### src/rtl/ple_pkg.sv
// Shared types, codes and sizes for the positional list engine.
`default_nettype none
package ple_pkg;

   localparam int DEPTH = 16;
   localparam int IDX_W = $clog2(DEPTH);
   localparam int CNT_W = $clog2(DEPTH + 1);
   localparam int OP_W = 3;
   localparam int DATA_W = 32;
   localparam int POS_W = 8;
   localparam int STAT_W = 3;
   localparam int LEN_W = 5;

   localparam logic [OP_W-1:0] OP_INS_FRONT = 3'd0;
   localparam logic [OP_W-1:0] OP_INS_BACK  = 3'd1;
   localparam logic [OP_W-1:0] OP_INS_POS   = 3'd2;
   localparam logic [OP_W-1:0] OP_DEL_FRONT = 3'd3;
   localparam logic [OP_W-1:0] OP_DEL_BACK  = 3'd4;
   localparam logic [OP_W-1:0] OP_DEL_POS   = 3'd5;
   localparam logic [OP_W-1:0] OP_READ_OUT  = 3'd6;

   localparam logic [STAT_W-1:0] ST_OK     = 3'd0;
   localparam logic [STAT_W-1:0] ST_APPEND = 3'd1;
   localparam logic [STAT_W-1:0] ST_EMPTY  = 3'd2;
   localparam logic [STAT_W-1:0] ST_FULL   = 3'd3;
   localparam logic [STAT_W-1:0] ST_RANGE  = 3'd4;

   typedef enum logic [1:0] {
      K_NONE,
      K_INS,
      K_DEL,
      K_READ
   } kind_type;

   typedef enum logic [1:0] {
      S_IDLE,
      S_SHIFT,
      S_PUT,
      S_READ
   } state_type;

   // Work plan for one command, worked out when the command is taken.
   typedef struct packed {
      kind_type              kind;
      logic [STAT_W-1:0]     status;
      logic [IDX_W-1:0]      idx;
      logic [CNT_W-1:0]      moves;
      logic [CNT_W-1:0]      new_count;
   } plan_type;

endpackage
`default_nettype wire

### src/rtl/ple_plan.sv
// Command decode: status, target slot and shift length for one command.
`default_nettype none
module ple_plan (
   input  wire logic [ple_pkg::OP_W-1:0]  opcode,
   input  wire logic [ple_pkg::POS_W-1:0] position,
   input  wire logic [ple_pkg::CNT_W-1:0] count,
   output ple_pkg::plan_type              plan
);

   localparam int WIDE_W = ple_pkg::CNT_W + ple_pkg::POS_W;

   logic [WIDE_W-1:0]         pos_x;
   logic [WIDE_W-1:0]         cnt_x;
   logic [WIDE_W-1:0]         pos_m1;
   logic [ple_pkg::CNT_W-1:0] idx_c;

   assign pos_x  = WIDE_W'(position);
   assign cnt_x  = WIDE_W'(count);
   assign pos_m1 = pos_x - WIDE_W'(1);

   always_comb begin
      idx_c          = '0;
      plan.kind      = ple_pkg::K_NONE;
      plan.status    = ple_pkg::ST_OK;
      plan.moves     = '0;
      plan.new_count = count;
      case (opcode)
         ple_pkg::OP_INS_FRONT, ple_pkg::OP_INS_BACK, ple_pkg::OP_INS_POS: begin
            if (count >= ple_pkg::CNT_W'(ple_pkg::DEPTH)) begin
               plan.status = ple_pkg::ST_FULL;
            end else begin
               plan.kind      = ple_pkg::K_INS;
               plan.new_count = count + ple_pkg::CNT_W'(1);
               if (opcode == ple_pkg::OP_INS_FRONT || count == '0 ||
                   (opcode == ple_pkg::OP_INS_POS && pos_x <= WIDE_W'(1))) begin
                  idx_c = '0;
               end else if (opcode == ple_pkg::OP_INS_BACK) begin
                  idx_c = count;
               end else if (pos_x >= cnt_x + WIDE_W'(1)) begin
                  idx_c       = count;
                  plan.status = ple_pkg::ST_APPEND;
               end else begin
                  idx_c = pos_m1[ple_pkg::CNT_W-1:0];
               end
               plan.moves = count - idx_c;
            end
         end
         ple_pkg::OP_DEL_FRONT, ple_pkg::OP_DEL_BACK: begin
            if (count == '0) begin
               plan.status = ple_pkg::ST_EMPTY;
            end else begin
               plan.kind      = ple_pkg::K_DEL;
               plan.new_count = count - ple_pkg::CNT_W'(1);
               idx_c = (opcode == ple_pkg::OP_DEL_FRONT) ? '0 : count - ple_pkg::CNT_W'(1);
               plan.moves = count - ple_pkg::CNT_W'(1) - idx_c;
            end
         end
         ple_pkg::OP_DEL_POS: begin
            if (count == '0) begin
               plan.status = ple_pkg::ST_EMPTY;
            end else if (pos_x < WIDE_W'(1) || pos_x > cnt_x) begin
               plan.status = ple_pkg::ST_RANGE;
            end else begin
               plan.kind      = ple_pkg::K_DEL;
               plan.new_count = count - ple_pkg::CNT_W'(1);
               idx_c          = pos_m1[ple_pkg::CNT_W-1:0];
               plan.moves     = count - ple_pkg::CNT_W'(1) - idx_c;
            end
         end
         ple_pkg::OP_READ_OUT: begin
            if (count == '0) begin
               plan.status = ple_pkg::ST_EMPTY;
            end else begin
               plan.kind  = ple_pkg::K_READ;
               plan.moves = count;
            end
         end
         default: begin
            plan.status = ple_pkg::ST_OK;
         end
      endcase
      plan.idx = idx_c[ple_pkg::IDX_W-1:0];
   end

endmodule
`default_nettype wire

### src/rtl/positional_list_engine.sv
// Top level of the positional list engine: slot memory, shift sequencer, result register.
`default_nettype none
// An ordered list of up to 16 signed 32-bit words lives in a slot memory, front at
// slot 0. A command is taken when start is high and busy is low; busy stays high until
// the command's last result has been registered. Inserts and deletes walk the slot
// memory one word per cycle through a single read port and a single write port.
// Read out streams one word per cycle from the registered read port. Commands that
// move nothing (full, empty, out of range, unused opcode) answer in the cycle after
// they are taken. Each result shows on the rsp_ ports for exactly one cycle under
// rsp_valid; the receiver cannot stall it, so capture every strobe. rsp_last marks
// the final result of a command.
module positional_list_engine (
   input  wire logic                          clock,
   input  wire logic                          reset,
   input  wire logic                          start,
   output logic                               busy,
   input  wire logic [ple_pkg::OP_W-1:0]      req_opcode,
   input  wire logic signed [ple_pkg::DATA_W-1:0] req_value,
   input  wire logic [ple_pkg::POS_W-1:0]     req_position,
   output logic                               rsp_valid,
   output logic [ple_pkg::STAT_W-1:0]         rsp_status,
   output logic signed [ple_pkg::DATA_W-1:0]  rsp_element,
   output logic [ple_pkg::LEN_W-1:0]          rsp_length,
   output logic                               rsp_last
);

   ple_pkg::state_type          state_ff, state_in;
   ple_pkg::plan_type           plan;
   ple_pkg::plan_type           plan_ff, plan_in;
   logic [ple_pkg::CNT_W-1:0]   count_ff, count_in;
   logic [ple_pkg::CNT_W-1:0]   moves_ff, moves_in;
   logic [ple_pkg::IDX_W-1:0]   dst_ff, dst_in;
   logic [ple_pkg::IDX_W-1:0]   pend_dst_ff, pend_dst_in;
   logic                        pend_ff, pend_in;
   logic                        pend_last_ff, pend_last_in;
   logic [ple_pkg::DATA_W-1:0]  value_ff, value_in;
   logic [ple_pkg::DATA_W-1:0]  rd_data_ff;

   logic                        rsp_valid_ff, rsp_valid_in;
   logic [ple_pkg::STAT_W-1:0]  rsp_status_ff, rsp_status_in;
   logic [ple_pkg::DATA_W-1:0]  rsp_element_ff, rsp_element_in;
   logic [ple_pkg::LEN_W-1:0]   rsp_length_ff, rsp_length_in;
   logic                        rsp_last_ff, rsp_last_in;

   logic [ple_pkg::DATA_W-1:0]  slot_mem [ple_pkg::DEPTH];
   logic                        mem_we;
   logic [ple_pkg::IDX_W-1:0]   mem_waddr;
   logic [ple_pkg::IDX_W-1:0]   mem_raddr;
   logic [ple_pkg::DATA_W-1:0]  mem_wdata;

   logic accept;
   logic issue;
   logic is_ins;

   assign busy   = (state_ff != ple_pkg::S_IDLE);
   assign accept = start && !busy;
   assign issue  = (moves_ff != '0);
   assign is_ins = (plan_ff.kind == ple_pkg::K_INS);

   // Decode the incoming command against the current length.
   ple_plan u_plan (
      .opcode   (req_opcode),
      .position (req_position),
      .count    (count_ff),
      .plan     (plan)
   );

   // Slot memory: one write port, one registered read port.
   always_ff @(posedge clock) begin
      if (mem_we) begin
         slot_mem[mem_waddr] <= mem_wdata;
      end
      rd_data_ff <= slot_mem[mem_raddr];
   end

   // Next state.
   always_comb begin
      state_in = state_ff;
      case (state_ff)
         ple_pkg::S_IDLE: begin
            if (accept) begin
               case (plan.kind)
                  ple_pkg::K_INS, ple_pkg::K_DEL: state_in = ple_pkg::S_SHIFT;
                  ple_pkg::K_READ:                state_in = ple_pkg::S_READ;
                  default:                        state_in = ple_pkg::S_IDLE;
               endcase
            end
         end
         ple_pkg::S_SHIFT: begin
            // Shift is over once nothing is left to issue and the last word is written.
            if (!issue && !pend_ff) begin
               state_in = is_ins ? ple_pkg::S_PUT : ple_pkg::S_IDLE;
            end
         end
         ple_pkg::S_PUT: begin
            state_in = ple_pkg::S_IDLE;
         end
         ple_pkg::S_READ: begin
            if (!issue && !pend_ff) begin
               state_in = ple_pkg::S_IDLE;
            end
         end
         default: begin
            state_in = ple_pkg::S_IDLE;
         end
      endcase
   end

   // Datapath and outputs.
   always_comb begin
      plan_in        = plan_ff;
      value_in       = value_ff;
      count_in       = count_ff;
      moves_in       = moves_ff;
      dst_in         = dst_ff;
      pend_in        = 1'b0;
      pend_last_in   = 1'b0;
      pend_dst_in    = pend_dst_ff;
      mem_we         = 1'b0;
      mem_waddr      = pend_dst_ff;
      mem_wdata      = rd_data_ff;
      mem_raddr      = dst_ff;
      rsp_valid_in   = 1'b0;
      rsp_status_in  = ple_pkg::ST_OK;
      rsp_element_in = '0;
      rsp_length_in  = ple_pkg::LEN_W'(count_ff);
      rsp_last_in    = 1'b0;
      case (state_ff)
         ple_pkg::S_IDLE: begin
            if (accept) begin
               plan_in  = plan;
               value_in = req_value;
               moves_in = plan.moves;
               // Insert walks down from the first free slot; others start at the target.
               dst_in   = (plan.kind == ple_pkg::K_INS) ? count_ff[ple_pkg::IDX_W-1:0]
                                                        : plan.idx;
               if (plan.kind == ple_pkg::K_NONE) begin
                  rsp_valid_in  = 1'b1;
                  rsp_status_in = plan.status;
                  rsp_last_in   = 1'b1;
               end
            end
         end
         ple_pkg::S_SHIFT: begin
            // Read the neighbor word, write it one slot over in the next cycle.
            mem_raddr = is_ins ? dst_ff - ple_pkg::IDX_W'(1) : dst_ff + ple_pkg::IDX_W'(1);
            mem_we    = pend_ff;
            if (issue) begin
               pend_in     = 1'b1;
               pend_dst_in = dst_ff;
               dst_in      = is_ins ? dst_ff - ple_pkg::IDX_W'(1) : dst_ff + ple_pkg::IDX_W'(1);
               moves_in    = moves_ff - ple_pkg::CNT_W'(1);
            end
            if (!issue && !pend_ff && !is_ins) begin
               count_in      = plan_ff.new_count;
               rsp_valid_in  = 1'b1;
               rsp_status_in = plan_ff.status;
               rsp_length_in = ple_pkg::LEN_W'(plan_ff.new_count);
               rsp_last_in   = 1'b1;
            end
         end
         ple_pkg::S_PUT: begin
            // Drop the new word into the opened slot.
            mem_we        = 1'b1;
            mem_waddr     = plan_ff.idx;
            mem_wdata     = value_ff;
            count_in      = plan_ff.new_count;
            rsp_valid_in  = 1'b1;
            rsp_status_in = plan_ff.status;
            rsp_length_in = ple_pkg::LEN_W'(plan_ff.new_count);
            rsp_last_in   = 1'b1;
         end
         ple_pkg::S_READ: begin
            if (issue) begin
               pend_in      = 1'b1;
               pend_last_in = (moves_ff == ple_pkg::CNT_W'(1));
               dst_in       = dst_ff + ple_pkg::IDX_W'(1);
               moves_in     = moves_ff - ple_pkg::CNT_W'(1);
            end
            if (pend_ff) begin
               rsp_valid_in   = 1'b1;
               rsp_element_in = rd_data_ff;
               rsp_last_in    = pend_last_ff;
            end
         end
         default: begin
            pend_in = 1'b0;
         end
      endcase
   end

   // Control state.
   always_ff @(posedge clock) begin
      if (reset) begin
         state_ff     <= ple_pkg::S_IDLE;
         count_ff     <= '0;
         moves_ff     <= '0;
         pend_ff      <= 1'b0;
         rsp_valid_ff <= 1'b0;
      end else begin
         state_ff     <= state_in;
         count_ff     <= count_in;
         moves_ff     <= moves_in;
         pend_ff      <= pend_in;
         rsp_valid_ff <= rsp_valid_in;
      end
   end

   // Payload.
   always_ff @(posedge clock) begin
      plan_ff        <= plan_in;
      value_ff       <= value_in;
      dst_ff         <= dst_in;
      pend_dst_ff    <= pend_dst_in;
      pend_last_ff   <= pend_last_in;
      rsp_status_ff  <= rsp_status_in;
      rsp_element_ff <= rsp_element_in;
      rsp_length_ff  <= rsp_length_in;
      rsp_last_ff    <= rsp_last_in;
   end

   assign rsp_valid   = rsp_valid_ff;
   assign rsp_status  = rsp_status_ff;
   assign rsp_element = rsp_element_ff;
   assign rsp_length  = rsp_length_ff;
   assign rsp_last    = rsp_last_ff;

   // The list never grows past its capacity.
   a_count_cap: assert property (@(posedge clock) disable iff (reset)
      count_ff <= ple_pkg::CNT_W'(ple_pkg::DEPTH))
      else $error("list length beyond capacity");

   // A word still in flight from memory belongs to a shift or a read out.
   a_pend_owner: assert property (@(posedge clock) disable iff (reset)
      pend_ff |-> (state_ff == ple_pkg::S_SHIFT || state_ff == ple_pkg::S_READ))
      else $error("memory word pending outside a walk");

   // A result that is not final only shows while the command is still running.
   a_mid_busy: assert property (@(posedge clock) disable iff (reset)
      (rsp_valid && !rsp_last) |-> busy)
      else $error("intermediate result after command end");

   // Every non-ok status closes its command.
   a_err_last: assert property (@(posedge clock) disable iff (reset)
      (rsp_valid && rsp_status != ple_pkg::ST_OK) |-> rsp_last)
      else $error("error status on a non-final result");

endmodule
`default_nettype wire

### config.mk
export PLATFORM = sky130hd
export DESIGN_NAME = positional_list_engine
export DESIGN_NICKNAME = d
export VERILOG_FILES = /design/src/rtl/ple_pkg.sv /design/src/rtl/ple_plan.sv /design/src/rtl/positional_list_engine.sv
export SDC_FILE = /design/constraint.sdc
export NUM_CORES = 1
export LEC_CHECK = 0
export ABC_AREA = 1
export BUFFER_PORTS_ARGS = -buffer_cell sky130_fd_sc_hd__buf_2
export CAP_MARGIN = 20
export CORE_UTILIZATION = 45
export CTS_BUF_LIST = sky130_fd_sc_hd__clkbuf_4 sky130_fd_sc_hd__clkbuf_8 sky130_fd_sc_hd__clkbuf_16
export DETAILED_ROUTE_END_ITERATION = 7
export HOLD_SLACK_MARGIN = 0.03
export PLACE_DENSITY = 0.69
export SLEW_MARGIN = 40
export SYNTH_ARGS = -nofsm -noshare
export SYNTH_HDL_FRONTEND = slang
export SYNTH_SLANG_ARGS = --single-unit
### constraint.sdc
create_clock -name clock -period 4.5 [get_ports clock]
set_input_delay 0.675 -clock clock [delete_from_list [all_inputs] [get_ports clock]]
set_output_delay 0.675 -clock clock [all_outputs]
set_load 0.005 [all_outputs]
Word level (Yosys, flattened, before mapping)

Memories as Yosys holds them, arrays and structs flattened. A register that Yosys moved wholly into a read port is not among the register bits.
Index checks and enable logic that the tools add are counted.

Add/sub/neg operators: 10
Magnitude comparators: 5
Eq/ne operators: 20
Muxes and demuxes: 67
Bitwise logic cells: 1
Reductions and logical operators: 32

Operators by type and width:

| kind                | count |
|---|---|
| $mux 5              | 10 |
| $mux 4              | 11 |
| $mux 10             | 4 |
| $mux 32             | 1 |
| $mux 3              | 8 |
| $pmux 4 s3          | 2 |
| $pmux 5 s2          | 2 |
| $pmux 5 s4          | 1 |
| $mux 2              | 9 |
| $pmux 3 s3          | 2 |
| $pmux 2 s4          | 2 |
| $pmux 5 s3          | 1 |
| $sub 5x1->5 const B | 3 |
| $sub 5x5->5         | 3 |
| $mux 1              | 10 |
| $ne 2x2->1 const B  | 5 |
| $eq 3x3->1 const B  | 3 |
| $eq 2x2->1 const B  | 4 |
| $ge 8x6->1          | 1 |
| $gt 8x5->1          | 1 |
| $le 8x1->1 const B  | 1 |
| $lt 8x1->1 const B  | 1 |
| $pmux 1 s4          | 2 |
| $reduce_and 2->1    | 4 |
| 26 further kinds    | 44 |

Flip-flop bits (word level): 110
RAM bits: 512
Output and inout port bits: 43
Memories: 1

Memory list:

| memory   | words | width | read ports | clocked after Yosys merged registers in | write ports | RTL line                     | RTL |
|---|---|---|---|---|---|---|---|
| slot_mem | 16    | 32    | 1          | 1                                       | 1           | positional_list_engine.sv:45 | `logic [ple_pkg::DATA_W-1:0] slot_mem [ple_pkg::DEPTH];` |

Logic depth before layout (Yosys ltp)

Gate-level depths: netlist of run 1.

Depth after elaboration: 12
Mapped depth: 25
Gate-level depth less buffers: 24

Cells and area by module

From an unflattened synthesis of run 1, not the netlist that was laid out.

Cells, all modules: 2602
Area, all modules: 28061.9 sq um

Modules (own cells, without submodules):

| module                 | instances | cells each | area each (sq um) |
|---|---|---|---|
| positional_list_engine | 1         | 2320       | 26355.3 |
| ple_plan               | 1         | 282        | 1706.6 |

Worst setup path before layout of run 1

OpenSTA, ideal clock, no wires.

Path type: register to register
Start: reg count_ff[0] (netlist bit)
End: reg moves_ff[2] (netlist bit)
Setup time: 0.119 ns
Arrival: 3.319 ns
Slack: 1.062 ns
Cell stages (with the launch flop): 23
Path buffers: 1
Period minus slack after synthesis: 3.438 ns
Path through: dfxtp_1 -> clkbuf_1 -> inv_1 -> ha_1 -> inv_1 -> ha_1 -> nand2_1 -> nor2_1 -> nor2_1 -> nand2_1 -> nand2_1 -> nand3_1 -> o21ai_0 -> a21oi_1 -> ha_1 -> fa_1 -> xnor2_1 -> nand2_1 -> o21ai_0 -> a21oi_1 -> o21ai_0 -> nand2_1 -> a21oi_1

Longest elaborated chain between the ends: 12
Elaborated cells between the ends (all ways): 26

RTL lines:

| element                  | RTL line                      | RTL |
|---|---|---|
| start: declaration       | positional_list_engine.sv:30  | `logic [ple_pkg::CNT_W-1:0] count_ff, count_in;` |
| start signal: assignment | positional_list_engine.sv:202 | `count_ff <= count_in;` |
| $add 5x1->6              | ple_plan.sv:39                | `end else if (pos_x >= cnt_x + WIDE_W'(1)) begin` |
| $ge 8x6->1               | ple_plan.sv:39                |  |
| $mux 5                   | ple_plan.sv:39                |  |
| $mux 5                   | ple_plan.sv:37                | `end else if (opcode == ple_pkg::OP_INS_BACK) begin` |
| $mux 5                   | ple_plan.sv:34                | `if (opcode == ple_pkg::OP_INS_FRONT \|\| count == '0 \|\|` |
| $mux 5                   | ple_plan.sv:29                | `if (count >= ple_pkg::CNT_W'(ple_pkg::DEPTH)) begin` |
| $mux 5                   | ple_plan.sv:27                | `case (opcode)` |
| $sub 5x5->5              | ple_plan.sv:45                | `plan.moves = count - idx_c;` |
| $mux 10                  | ple_plan.sv:29                |  |
| $pmux 5 s4 *             | ple_plan.sv:27                |  |
| $mux 5 *                 | positional_list_engine.sv:130 | `if (accept) begin` |
| $pmux 5 s2 *             | positional_list_engine.sv:128 | `case (state_ff)` |
| end signal: assignment   | positional_list_engine.sv:203 | `moves_ff <= moves_in;` |
| end: declaration         | positional_list_engine.sv:31  | `logic [ple_pkg::CNT_W-1:0] moves_ff, moves_in;` |

Mark *: on every way between the ends. The rest lies on a longest branch, timed or not. The select of a mux whose other input is x is not followed.
A chain may end at the register's enable or synchronous reset.

Worst setup path in the final report of run 1

Same ends and word-level chain as after synthesis.

==> results of run 1 <==
sequential cells by signal, summed over array words and instances, names as in the netlist:
signal        flops
rsp_last          1
pend_ff           1
rsp_valid         1
rsp_element      32
dst_ff            4
state_ff          2
rd_data_ff       32
pend_last_ff      1
pend_dst_ff       4
count_ff          5
value_ff         32
rsp_status        3
slot_mem        512
rsp_length        5
plan_ff          14
moves_ff          5
power breakdown:
part	internal [W]	switching, W	leakage (nW)
clock	0.00358	0.00240	1.22
combinational	0.00267	0.00620	5.61
sequential	0.00808	0.000165	5.88
total	0.0143	0.00876	12.7
synth_stat cells (9+ instances only):
| cell | count | share of area (%) |
|---|---|---|
| edfxtp_1 | 566 | 60 |
| nand2_1 | 476 | 6.4 |
| inv_1 | 365 | 4.9 |
| o21ai_0 | 259 | 4.6 |
| o21ai_1 | 143 | 2.5 |
| a21oi_1 | 116 | 2.1 |
| nor2_1 | 112 | 1.5 |
| dfxtp_1 | 88 | 6.3 |
| o211ai_1 | 57 | 1.5 |
| clkbuf_1 | 55 | 0.73 |
| nand3_1 | 52 | 0.93 |
| buf_2 | 39 | 0.69 |
| ha_1 | 35 | 1.6 |
| mux2_4 | 29 | 1.5 |
| buf_6 | 21 | 0.84 |
| o211ai_2 | 14 | 0.62 |
| o22ai_1 | 12 | 0.27 |
| o21ai_2 | 9 | 0.28 |
layout by cell type (no fill, tap or decap), types with 4 or more instances in the layout:
cell type,n
o211ai_1,57
nor2_4,17
xnor2_1,6
o21ai_0,238
inv_6,5
xor2_1,7
nand4_1,5
inv_1,364
clkinv_1,8
clkbuf_16,72
buf_2,88
o22ai_1,12
ha_1,34
dfxtp_1,88
nand2_1,474
o21ai_1,143
nor2_1,96
o21ai_2,28
o211ai_2,14
or2_2,4
buf_4,40
clkinv_2,12
nand3_1,52
nor3_1,6
mux2_4,29
buf_12,11
a21oi_1,116
clkbuf_4,14
clkbuf_8,7
mux2_1,7
bufinv_16,7
mux2_2,4
edfxtp_1,566
final timing paths:
kind              depth (start not counted)      startpoint  slack [ps]               to
setup / recovery                         21     count_ff[0]         660      moves_ff[2]
hold / removal                            1    req_value[4]         230      value_ff[4]
setup reg to reg                         21     count_ff[0]         660      moves_ff[2]
hold reg to reg                           2  rd_data_ff[27]         440  rsp_element[27]
stage by stage:
step                std cells  area (um2)  setup WS, ps  hold WS, ps
floorplan                2532       28100          1060          410
global placement         3381       29600           802          432
detailed placement       3383       29700           745          432
CTS                      3515       32100           721          200
global route             3516       32200           373          204
finish                   3516       32200           655          234
worst max-delay path, delay by kind of cell (launching register included):
family,cells,cell delay [ps]
flops,1,310
simple gates,8,800
xor+xnor,1,150
compound gates,6,750
buf+inv,2,450
fa+ha+maj,4,1260
logic make-up (layout without fill, tap and decap cells):
group,count (synthesis),count (layout),share of synthesized area (%)
multiplexers,41,41,2.02
buffers and inverters,495,642,7.39
AO/OA/AOI/OAI,621,621,12.2
adder cells (fa/ha/maj),37,37,1.70
AND/OR/NAND/NOR,669,669,9.48
XOR/XNOR,14,14,0.503
flip-flops,654,654,66.7
other,1,1,0.0133
area by class of cell:
type | count | area, um2 | share of cell area (%)
Sequential cell | 654 | 18800 | 58.3
Timing Repair Buffer | 141 | 987 | 3.07
Tap cell | 837 | 1050 | 3.26
Inverter | 369 | 1390 | 4.32
Multi-Input combinational cell | 1383 | 7530 | 23.4
Clock inverter | 39 | 433 | 1.35
Clock buffer | 93 | 2000 | 6.23
metal layers:
layer | GRT usage, % | vias to the layer above
met4 | 5.99 | 0
met3 | 3.23 | 107
li1 | - | 8816
met5 | 0 | -
met1 | 27.2 | 8812
met2 | 35.9 | 502
==> results.py, run 1 <==
metrics = {
    "routing": {
        "drt_pass1_iterations": 5,
        "wl_met3_um": 3500,
        "drt_wl_total_um": 65500,
        "dr.first_iter.drc_count": 1624,
        "drc": 0,
        "drtAntennaViolNets": 0,
        "top_layer": "met4",
        "wl_met2_um": 32400,
        "routedWlPerCell_um": 18.6,
        "avgViaCountPerCell": 5.19,
        "wl_met1_um": 28000,
        "vias": 18200,
    },
    "clock_tree": {
        "cts-hold-fix-buffers": 0,
        "post_cts_resized": 0,
        "ctsRootBufferMaster": "clkbuf_16",
        "clock_sinks": 654,
        "clk_latency_ps": 620,
        "clk_pin_slew_ps": 70,
        "postCtsSetupBuffers": 0,
        "cts_htree_levels": 3,
        "cts_buffer_depth": 3,
        "cts_buffers": 71,
        "cts_tree": "yes",
    },
    "worst_setup_path": {
        "worst_setup_path_end_kind": "register",
        "cp.arrival_ps": 4330,
        "worstSetupPathType": "reg2reg",
        "crit_top_cell": "nand2_1",
        "critPathMaxFanout": 9,
        "worstPathCellList": "inv_1 -> ha_1 -> inv_1 -> ha_1 -> nand2_1 -> nor2_1 -> nor2_1 -> nand2_1 -> nand2_1 -> nand3_1 -> o21ai_0 -> a21oi_1 -> ha_1 -> fa_1 -> xnor2_1 -> nand2_1 -> o21ai_0 -> a21oi_1 -> o21ai_0 -> nand2_1 -> a21oi_1",
        "cpMaxStageDelayCell": "fa_1",
        "critPathLaunchType": "register",
        "slowest_delay_ps": 410,
        "cp.required_ps": 4980,
    },
    "cells_and_area": {
        "n_antenna_cell": 0,
        "final_net_count": 2703,
        "final_util_pct": 52.1,
        "layout-drive-gt1-share_pct": 14.2,
        "nFillCells": 5329,
        "area_growth_pct": 14.3,
    },
    "power": {
        "power.total_w": 0.0231,
        "ir_drop_uv": 605,
        "cellPowerDensity_nw_per_um2": 718,
        "p_leak_nw": 12.7,
    },
    "floorplanning": {
        "io_pins": 89,
        "initial_core_util_pct": 45.6,
        "core_area_um2": 61700,
        "die_w_um": 252,
        "die_h_um": 252,
        "rows": 91,
        "die_area_um2": 63500,
    },
    "placed_design": {
        "port_buffers": 88,
        "place_hpwl_um": 38200,
        "gp_congestion": 0.877,
    },
    "global_route": {
        "grt_pass1_wl_um": 101000,
        "grt_pass1_vias": 18000,
        "grtUsageTotal_pct": 20.8,
        "grt_max_degree": 130,
        "antenna_found_initial": 0,
        "grt_overflow": 0,
    },
    "synth": {
        "async_flop_share_pct": 0,
        "synth_ff_type": "edfxtp_1",
        "syn_nets": 2615,
        "syn-cell-area_um2": 28100,
        "synth_cells": 2532,
        "ys_warn_count": 0,
        "ys_ff_latch": 654,
        "synth_edf_count": 566,
        "yosys.cell_types.count": 47,
        "ys_seq_area_share_pct": 66.7,
        "synth_area_per_cell_um2": 11.1,
    },
    "sta": {
        "fmax_mhz": 260,
        "tns_ps": 0,
        "setup_viol_count_final": 0,
        "tightest_slew_ps": 765,
        "slew_viol_final": 0,
        "rsz0062_at_grt": "no",
        "maxSlewHeadroom_pct": 49.0,
        "fin_crit_ps": 3840,
        "clock_skew_ps": 27.7,
        "hold_viol": 0,
        "finalCritPeriodShare_pct": 85.4,
    },
    "job": {
        "cap_viol_max_count": 0,
    },
    "worst_hold_path": {
        "hold_path.class": "in2reg",
    },
    "status": {
        "status": "finished clean",
    },
}
No activity file was read; power rests on OpenSTA's default activity.
==> inputs of run 2 (changes only) <==
--- a/config.mk
+++ b/config.mk
@@ -5,7 +5,7 @@
 export SDC_FILE = /design/constraint.sdc
 export NUM_CORES = 1
 export LEC_CHECK = 0
-export ABC_AREA = 1
+export ABC_AREA = 0
 export BUFFER_PORTS_ARGS = -buffer_cell sky130_fd_sc_hd__buf_2
 export CAP_MARGIN = 20
 export CORE_UTILIZATION = 45
==> results.py, run 2 <==
metrics = {
    "sta": {
        "fmax_mhz": 256,
        "fin_crit_ps": 3910,
        "finalCritPeriodShare_pct": 86.9,
        "slew_viol_final": 0,
        "clock_skew_ps": 24.7,
        "tightest_slew_ps": 878,
        "maxSlewHeadroom_pct": 40.9,
        "hold_viol": 0,
        "setup_viol_count_final": 0,
        "fin_ws_ps": 592,
        "rsz0062_at_grt": "no",
        "tns_ps": 0,
    },
    "clock_tree": {
        "cts_htree_levels": 3,
        "clk_latency_ps": 610,
        "cts_buffers": 68,
        "clock_sinks": 654,
        "postCtsSetupBuffers": 0,
        "cts_tree": "yes",
        "clk_pin_slew_ps": 60,
        "cts_buffer_depth": 3,
        "ctsRootBufferMaster": "clkbuf_16",
    },
    "synth": {
        "yosysMostFrequentCell": "edfxtp_1",
        "synth_cells": 1352,
        "synth_edf_count": 566,
        "synth_top_area_cell": "edfxtp_1",
        "synth.top_cell.area_share_pct": 65.6,
        "synth.top_cells.by_area": "edfxtp_1 66%, mux4_2 14%, dfxtp_1 6.8%, ha_1 1.7%, mux2_2 1.4%",
        "synth_commonest_cells": "566 x edfxtp_1, 160 x mux4_2, 88 x dfxtp_1, 54 x nand2_1, 47 x nor2_1",
        "syn-cell-area_um2": 25900,
        "ys_ff_latch": 654,
        "ys_seq_area_share_pct": 72.4,
        "syn_nets": 1435,
        "async_flop_share_pct": 0,
        "synth_area_per_cell_um2": 19.2,
        "synth_ff_type": "edfxtp_1",
        "ys_warn_count": 0,
        "yosys.cell_types.count": 68,
    },
    "global_route": {
        "grt_pass1_vias": 13800,
        "grt_pass1_wl_um": 87300,
        "grt-busiest-layer": "met2",
        "grtUsageTotal_pct": 20.0,
        "met3_usage_pct": 3.84,
        "use_met2_pct": 31.8,
        "grt_overflow": 0,
        "antenna_found_initial": 1,
        "use_met1_pct": 28.2,
        "grt_max_degree": 88,
    },
    "floorplanning": {
        "rows": 87,
        "die_area_um2": 58500,
        "initial_core_util_pct": 45.8,
        "die_h_um": 242,
        "io_pins": 89,
        "core_area_um2": 56600,
        "die_w_um": 242,
    },
    "cells_and_area": {
        "area_growth_pct": 15.8,
        "nFillCells": 4436,
        "final_net_count": 1574,
        "n_antenna_cell": 0,
        "layout_common_cells": "566 x edfxtp_1, 160 x mux4_2, 89 x buf_2",
        "top_register": "slot_mem",
        "layout-drive-gt1-share_pct": 31.4,
        "mostFrequentLayoutCell": "edfxtp_1",
        "largest_reg_flops": 512,
    },
    "worst_setup_path": {
        "worst_setup_path_end_kind": "register",
        "cp.required_ps": 5010,
        "critPathLaunchType": "register",
        "rrSetupSlack_ps": 590,
        "critPathMaxFanout": 9,
        "reg2reg_from": "count_ff[1]",
        "cp.arrival_ps": 4420,
        "worst_r2r_endpoint": "moves_ff[3]",
        "worstRegToRegCells": 17,
        "worstSetupPathType": "reg2reg",
    },
    "worst_hold_path": {
        "holdPathStages": 1,
        "holdPathEnd": "value_ff[29]",
        "min_from": "req_value[29]",
        "hold_path.class": "in2reg",
    },
    "routing": {
        "drt_wl_total_um": 57800,
        "routedWlPerCell_um": 25.1,
        "drc": 0,
        "vias": 13400,
        "dr.first_iter.drc_count": 1105,
        "drtAntennaViolNets": 0,
        "drt_pass1_iterations": 5,
        "avgViaCountPerCell": 5.80,
    },
    "placed_design": {
        "gp_congestion": 0.870,
        "place_hpwl_um": 31900,
        "port_buffers": 88,
        "dp_slack_ps": 386,
    },
    "status": {
        "status": "finished clean",
    },
    "power": {
        "ir_drop_uv": 307,
        "cellPowerDensity_nw_per_um2": 563,
        "p_leak_nw": 10.2,
    },
    "job": {
        "cap_viol_max_count": 0,
    },
}
[run 2: cell types whose count changed after synthesis, sizes merged, moves of 35 or more]
cell and delta:
o21ai -384, inv -338, nand3 -45, mux4 +160, o211ai -68, and3 +35, nor2 -68, a21oi -85
nand2 -423
[run 2: timing repair]
item / CTS / global route
hold buffers: 0 / 0
resized for setup: 0 / 2
setup endpoints to repair: 0 / 2
[run 2: logic make-up after synthesis]
kind of cell / after synthesis / share of synthesized area, %
flip-flops: 654 / 72.4
AND/OR/NAND/NOR: 207 / 4.06
adder cells (fa/ha/maj): 37 / 1.85
buffers and inverters: 97 / 1.66
XOR/XNOR: 23 / 0.860
AO/OA/AOI/OAI: 135 / 3.61
multiplexers: 198 / 15.5
other: 1 / 0.0145
[run 2: worst max-delay path by stage]
stage / start / end / cells past startpoint
final: count_ff[1] / moves_ff[3] / 17
after global routing: count_ff[1] / moves_ff[3] / 17
after CTS: count_ff[1] / moves_ff[3] / 17
after detailed placement: count_ff[1] / moves_ff[3] / 17
after global placement: count_ff[1] / moves_ff[2] / 17
after floorplan: count_ff[0] / moves_ff[2] / 19
[run 2: layer usage]
| layer | part of all wire [%] | wire length [um] | vias up |
|---|---|---|---|
| met3 | 6.4 | 3720 | 89 |
| met4 | 2.1 | 1230 | 2 |
| met2 | 48 | 27900 | 505 |
| li1 | - | - | 5759 |
| met5 | 0.022 | 13 | - |
| met1 | 43 | 24900 | 7001 |
[run 2: metrics by stage]
step | total power [W] | util (%) | cell area, um2 | hold WS [ps] | instances
after global routing | 0.0175 | 53.0 | 30000 | 214 | 2303
after CTS | 0.0170 | 52.9 | 30000 | 205 | 2300
after floorplan | 0.0103 | - | 25900 | 450 | 1352
final | 0.0169 | 53.0 | 30000 | 237 | 2303
after detailed placement | 0.0112 | 48.8 | 27600 | 474 | 2174
after global placement | 0.0112 | 48.7 | 27600 | 471 | 2173
[run 2: report_power, final]
| part | leakage (nW) | switching [W] | internal (W) | total [W] |
|---|---|---|---|---|
| clock network | 1.18 | 0.00235 | 0.00345 | 0.00580 |
| registers | 5.85 | 0.000189 | 0.00761 | 0.00780 |
| logic | 3.13 | 0.00186 | 0.00143 | 0.00329 |
| total | 10.2 | 0.00440 | 0.0125 | 0.0169 |
[run 2: critical path, stage by stage (launching register included)]
cell	delay (ps)
dfxtp_1	560
ha_1	300
nand3_1	140
xnor2_1	180
ha_1	270
a21oi_1	120
o21ai_0	80
a41oi_1	270
nor2b_4	290
mux2i_1	250
nand2b_1	160
ha_1	260
a21oi_1	140
o21ai_0	120
xnor2_1	150
o221ai_1	190
a21oi_1	80
a221oi_1	280
[run 2: final cells by class]
class	count	area [um2]	area share (%)
clock inverters	33	398	1.33
flip-flops and latches	654	18800	62.5
repair buffers	134	915	3.05
clock buffers	93	1960	6.54
multi-input cells	601	6900	23.0
inverters	32	120	0.400
well taps	756	946	3.15
==> inputs of run 3 (changes only) <==
--- a/config.mk
+++ b/config.mk
@@ -8,11 +8,12 @@
 export ABC_AREA = 0
 export BUFFER_PORTS_ARGS = -buffer_cell sky130_fd_sc_hd__buf_2
 export CAP_MARGIN = 20
-export CORE_UTILIZATION = 45
+export CORE_ASPECT_RATIO = 0.75
+export CORE_UTILIZATION = 54
 export CTS_BUF_LIST = sky130_fd_sc_hd__clkbuf_4 sky130_fd_sc_hd__clkbuf_8 sky130_fd_sc_hd__clkbuf_16
 export DETAILED_ROUTE_END_ITERATION = 7
 export HOLD_SLACK_MARGIN = 0.03
-export PLACE_DENSITY = 0.69
+export PLACE_DENSITY = 0.79
 export SLEW_MARGIN = 40
 export SYNTH_ARGS = -nofsm -noshare
 export SYNTH_HDL_FRONTEND = slang
==> results.py, run 3 (synthesized netlist as in run 2, its figures left out) <==
metrics = {
    "clock_tree": {
        "cts_buffer_depth": 3,
        "clk_latency_ps": 630,
        "ctsRootBufferMaster": "clkbuf_16",
        "clock_sinks": 654,
        "cts-hold-fix-buffers": 0,
        "cts_tree": "yes",
        "clk_pin_slew_ps": 80,
        "cts_htree_levels": 2,
        "post_cts_resized": 0,
        "postCtsSetupBuffers": 0,
        "cts_buffers": 59,
    },
    "global_route": {
        "antenna_found_initial": 4,
        "use_met1_pct": 38.4,
        "grt_pass1_vias": 13600,
        "grt_overflow": 0,
        "grt_max_degree": 69,
        "grtUsageTotal_pct": 25.4,
        "use_met2_pct": 37.5,
        "grt-busiest-layer": "met1",
        "met3_usage_pct": 6.07,
        "grt_pass1_wl_um": 88900,
    },
    "sta": {
        "maxSlewHeadroom_pct": 40.7,
        "fin_crit_ps": 4160,
        "rsz0062_at_grt": "no",
        "clock_skew_ps": 29.2,
        "fmax_mhz": 240,
        "hold_viol": 0,
        "finalCritPeriodShare_pct": 92.5,
        "tightest_slew_ps": 883,
        "tns_ps": 0,
        "slew_viol_final": 0,
        "setup_viol_count_final": 0,
    },
    "routing": {
        "drt_wl_total_um": 60100,
        "drc": 4,
        "vias": 13700,
        "drtAntennaViolNets": 0,
        "routedWlPerCell_um": 27.7,
        "avgViaCountPerCell": 6.32,
        "drt_pass1_iterations": 8,
        "dr.first_iter.drc_count": 1896,
    },
    "worst_setup_path": {
        "cp.arrival_ps": 4650,
        "worstPathCellList": "ha_1 -> nand3_1 -> xnor2_1 -> ha_1 -> a21oi_1 -> o21ai_0 -> a41oi_1 -> nor2b_1 -> buf_4 -> nand2_1 -> o211a_1 -> ha_1 -> fa_1 -> xnor2_1 -> a221oi_1 -> nand2_1 -> a21oi_1 -> a211oi_1",
        "slowest_delay_ps": 600,
        "worstSetupPathType": "reg2reg",
        "critPathLaunchType": "register",
        "critPathMaxFanout": 11,
        "worst_setup_path_end_kind": "register",
        "cpMaxStageDelayCell": "dfxtp_1",
        "cp.required_ps": 4990,
        "crit_top_cell": "ha_1",
    },
    "worst_hold_path": {
        "hold_path.class": "in2reg",
    },
    "power": {
        "ir_drop_uv": 370,
        "netSwitchingFraction_pct": 26.4,
        "clkPwrFrac_pct": 31.9,
        "p_comb_share_pct": 20.4,
        "cellPowerDensity_nw_per_um2": 555,
        "p_int_w": 0.0120,
        "p_leak_nw": 9.95,
        "seqPwrFrac_pct": 47.7,
        "p_sw_w": 0.00431,
    },
    "status": {
        "status": "finished, violations left",
        "violations": "DRC",
    },
    "placed_design": {
        "dp_cells": 2055,
        "port_buffers": 88,
        "placed_area_um2": 27400,
        "gp_congestion": 0.946,
        "place_hpwl_um": 33600,
    },
    "cells_and_area": {
        "largest_reg_flops": 512,
        "layout-drive-gt1-share_pct": 30.6,
        "stdcell_area_um2": 29400,
        "layout_common_cells": "566 x edfxtp_1, 160 x mux4_2, 89 x buf_2",
        "top_register": "slot_mem",
        "mostFrequentLayoutCell": "edfxtp_1",
        "stdcell_count": 2169,
        "final_net_count": 1561,
        "final_util_pct": 62.2,
        "nFillCells": 3302,
        "area_growth_pct": 13.6,
    },
    "floorplanning": {
        "rows": 69,
        "die_area_um2": 48900,
        "die_w_um": 255,
        "io_pins": 89,
        "die_h_um": 192,
        "core_area_um2": 47300,
        "initial_core_util_pct": 54.8,
    },
    "job": {
        "cap_viol_max_count": 0,
    },
}
==> run 3: cell count changes in the layout (fill, tap and decap cells not counted), sizes merged <==
cell / delta
inv: +3
clkbuf: -17
diode: +1
clkinvlp: +3
buf: -3
clkinv: -5
bufinv: +1
==> run 3: final cells by class <==
cell class              instances  area (um2)  area share (%)
inverters                      32         123           0.417
well taps                     639         800            2.72
clock buffers                  77        1640            5.56
clock inverters                35         385            1.31
flip-flops and latches        654       18800            63.8
multi-input cells             601        6900            23.4
repair buffers                130         813            2.76
diodes                          1        2.50         0.00851
==> run 3: power groups by stage <==
stage               clock network (W)  logic (W)  registers [W]
CTS                           0.00530    0.00336        0.00779
finish                        0.00521    0.00334        0.00779
global route                  0.00552    0.00360        0.00781
floorplan                           0    0.00245        0.00782
global placement                    0    0.00322        0.00790
detailed placement                  0    0.00334        0.00791
==> run 3: stage by stage <==
stage / hold WS [ps] / setup slack [ps] / power (W)
after floorplan: 450 / 564 / 0.0103
after global placement: 466 / 477 / 0.0111
after detailed placement: 475 / 451 / 0.0112
after CTS: 205 / 380 / 0.0164
after global routing: 203 / 20.7 / 0.0169
final: 235 / 337 / 0.0163
==> run 3: worst max-delay path: cells and delay by family (launching register included) <==
kind / cells / cell delay (ps)
flops: 1 / 600
buf+inv: 1 / 200
fa+ha+maj: 4 / 1280
simple gates: 4 / 480
xor+xnor: 2 / 330
compound gates: 7 / 1130
==> run 3: worst paths after layout <==
check,start,endpoint,slack (ps),cells past startpoint
setup reg to reg,count_ff[1],moves_ff[2],340,18
hold / removal,req_value[9],value_ff[9],230,1
setup / recovery,count_ff[1],moves_ff[2],340,18
hold reg to reg,rd_data_ff[1],rsp_element[1],490,1
==> run 3: metal layers <==
layer | share of wire (%) | routed length (um)
met1 | 43 | 25600
met2 | 45 | 27300
met3 | 10 | 6010
met4 | 2.0 | 1190
met5 | 0.018 | 11
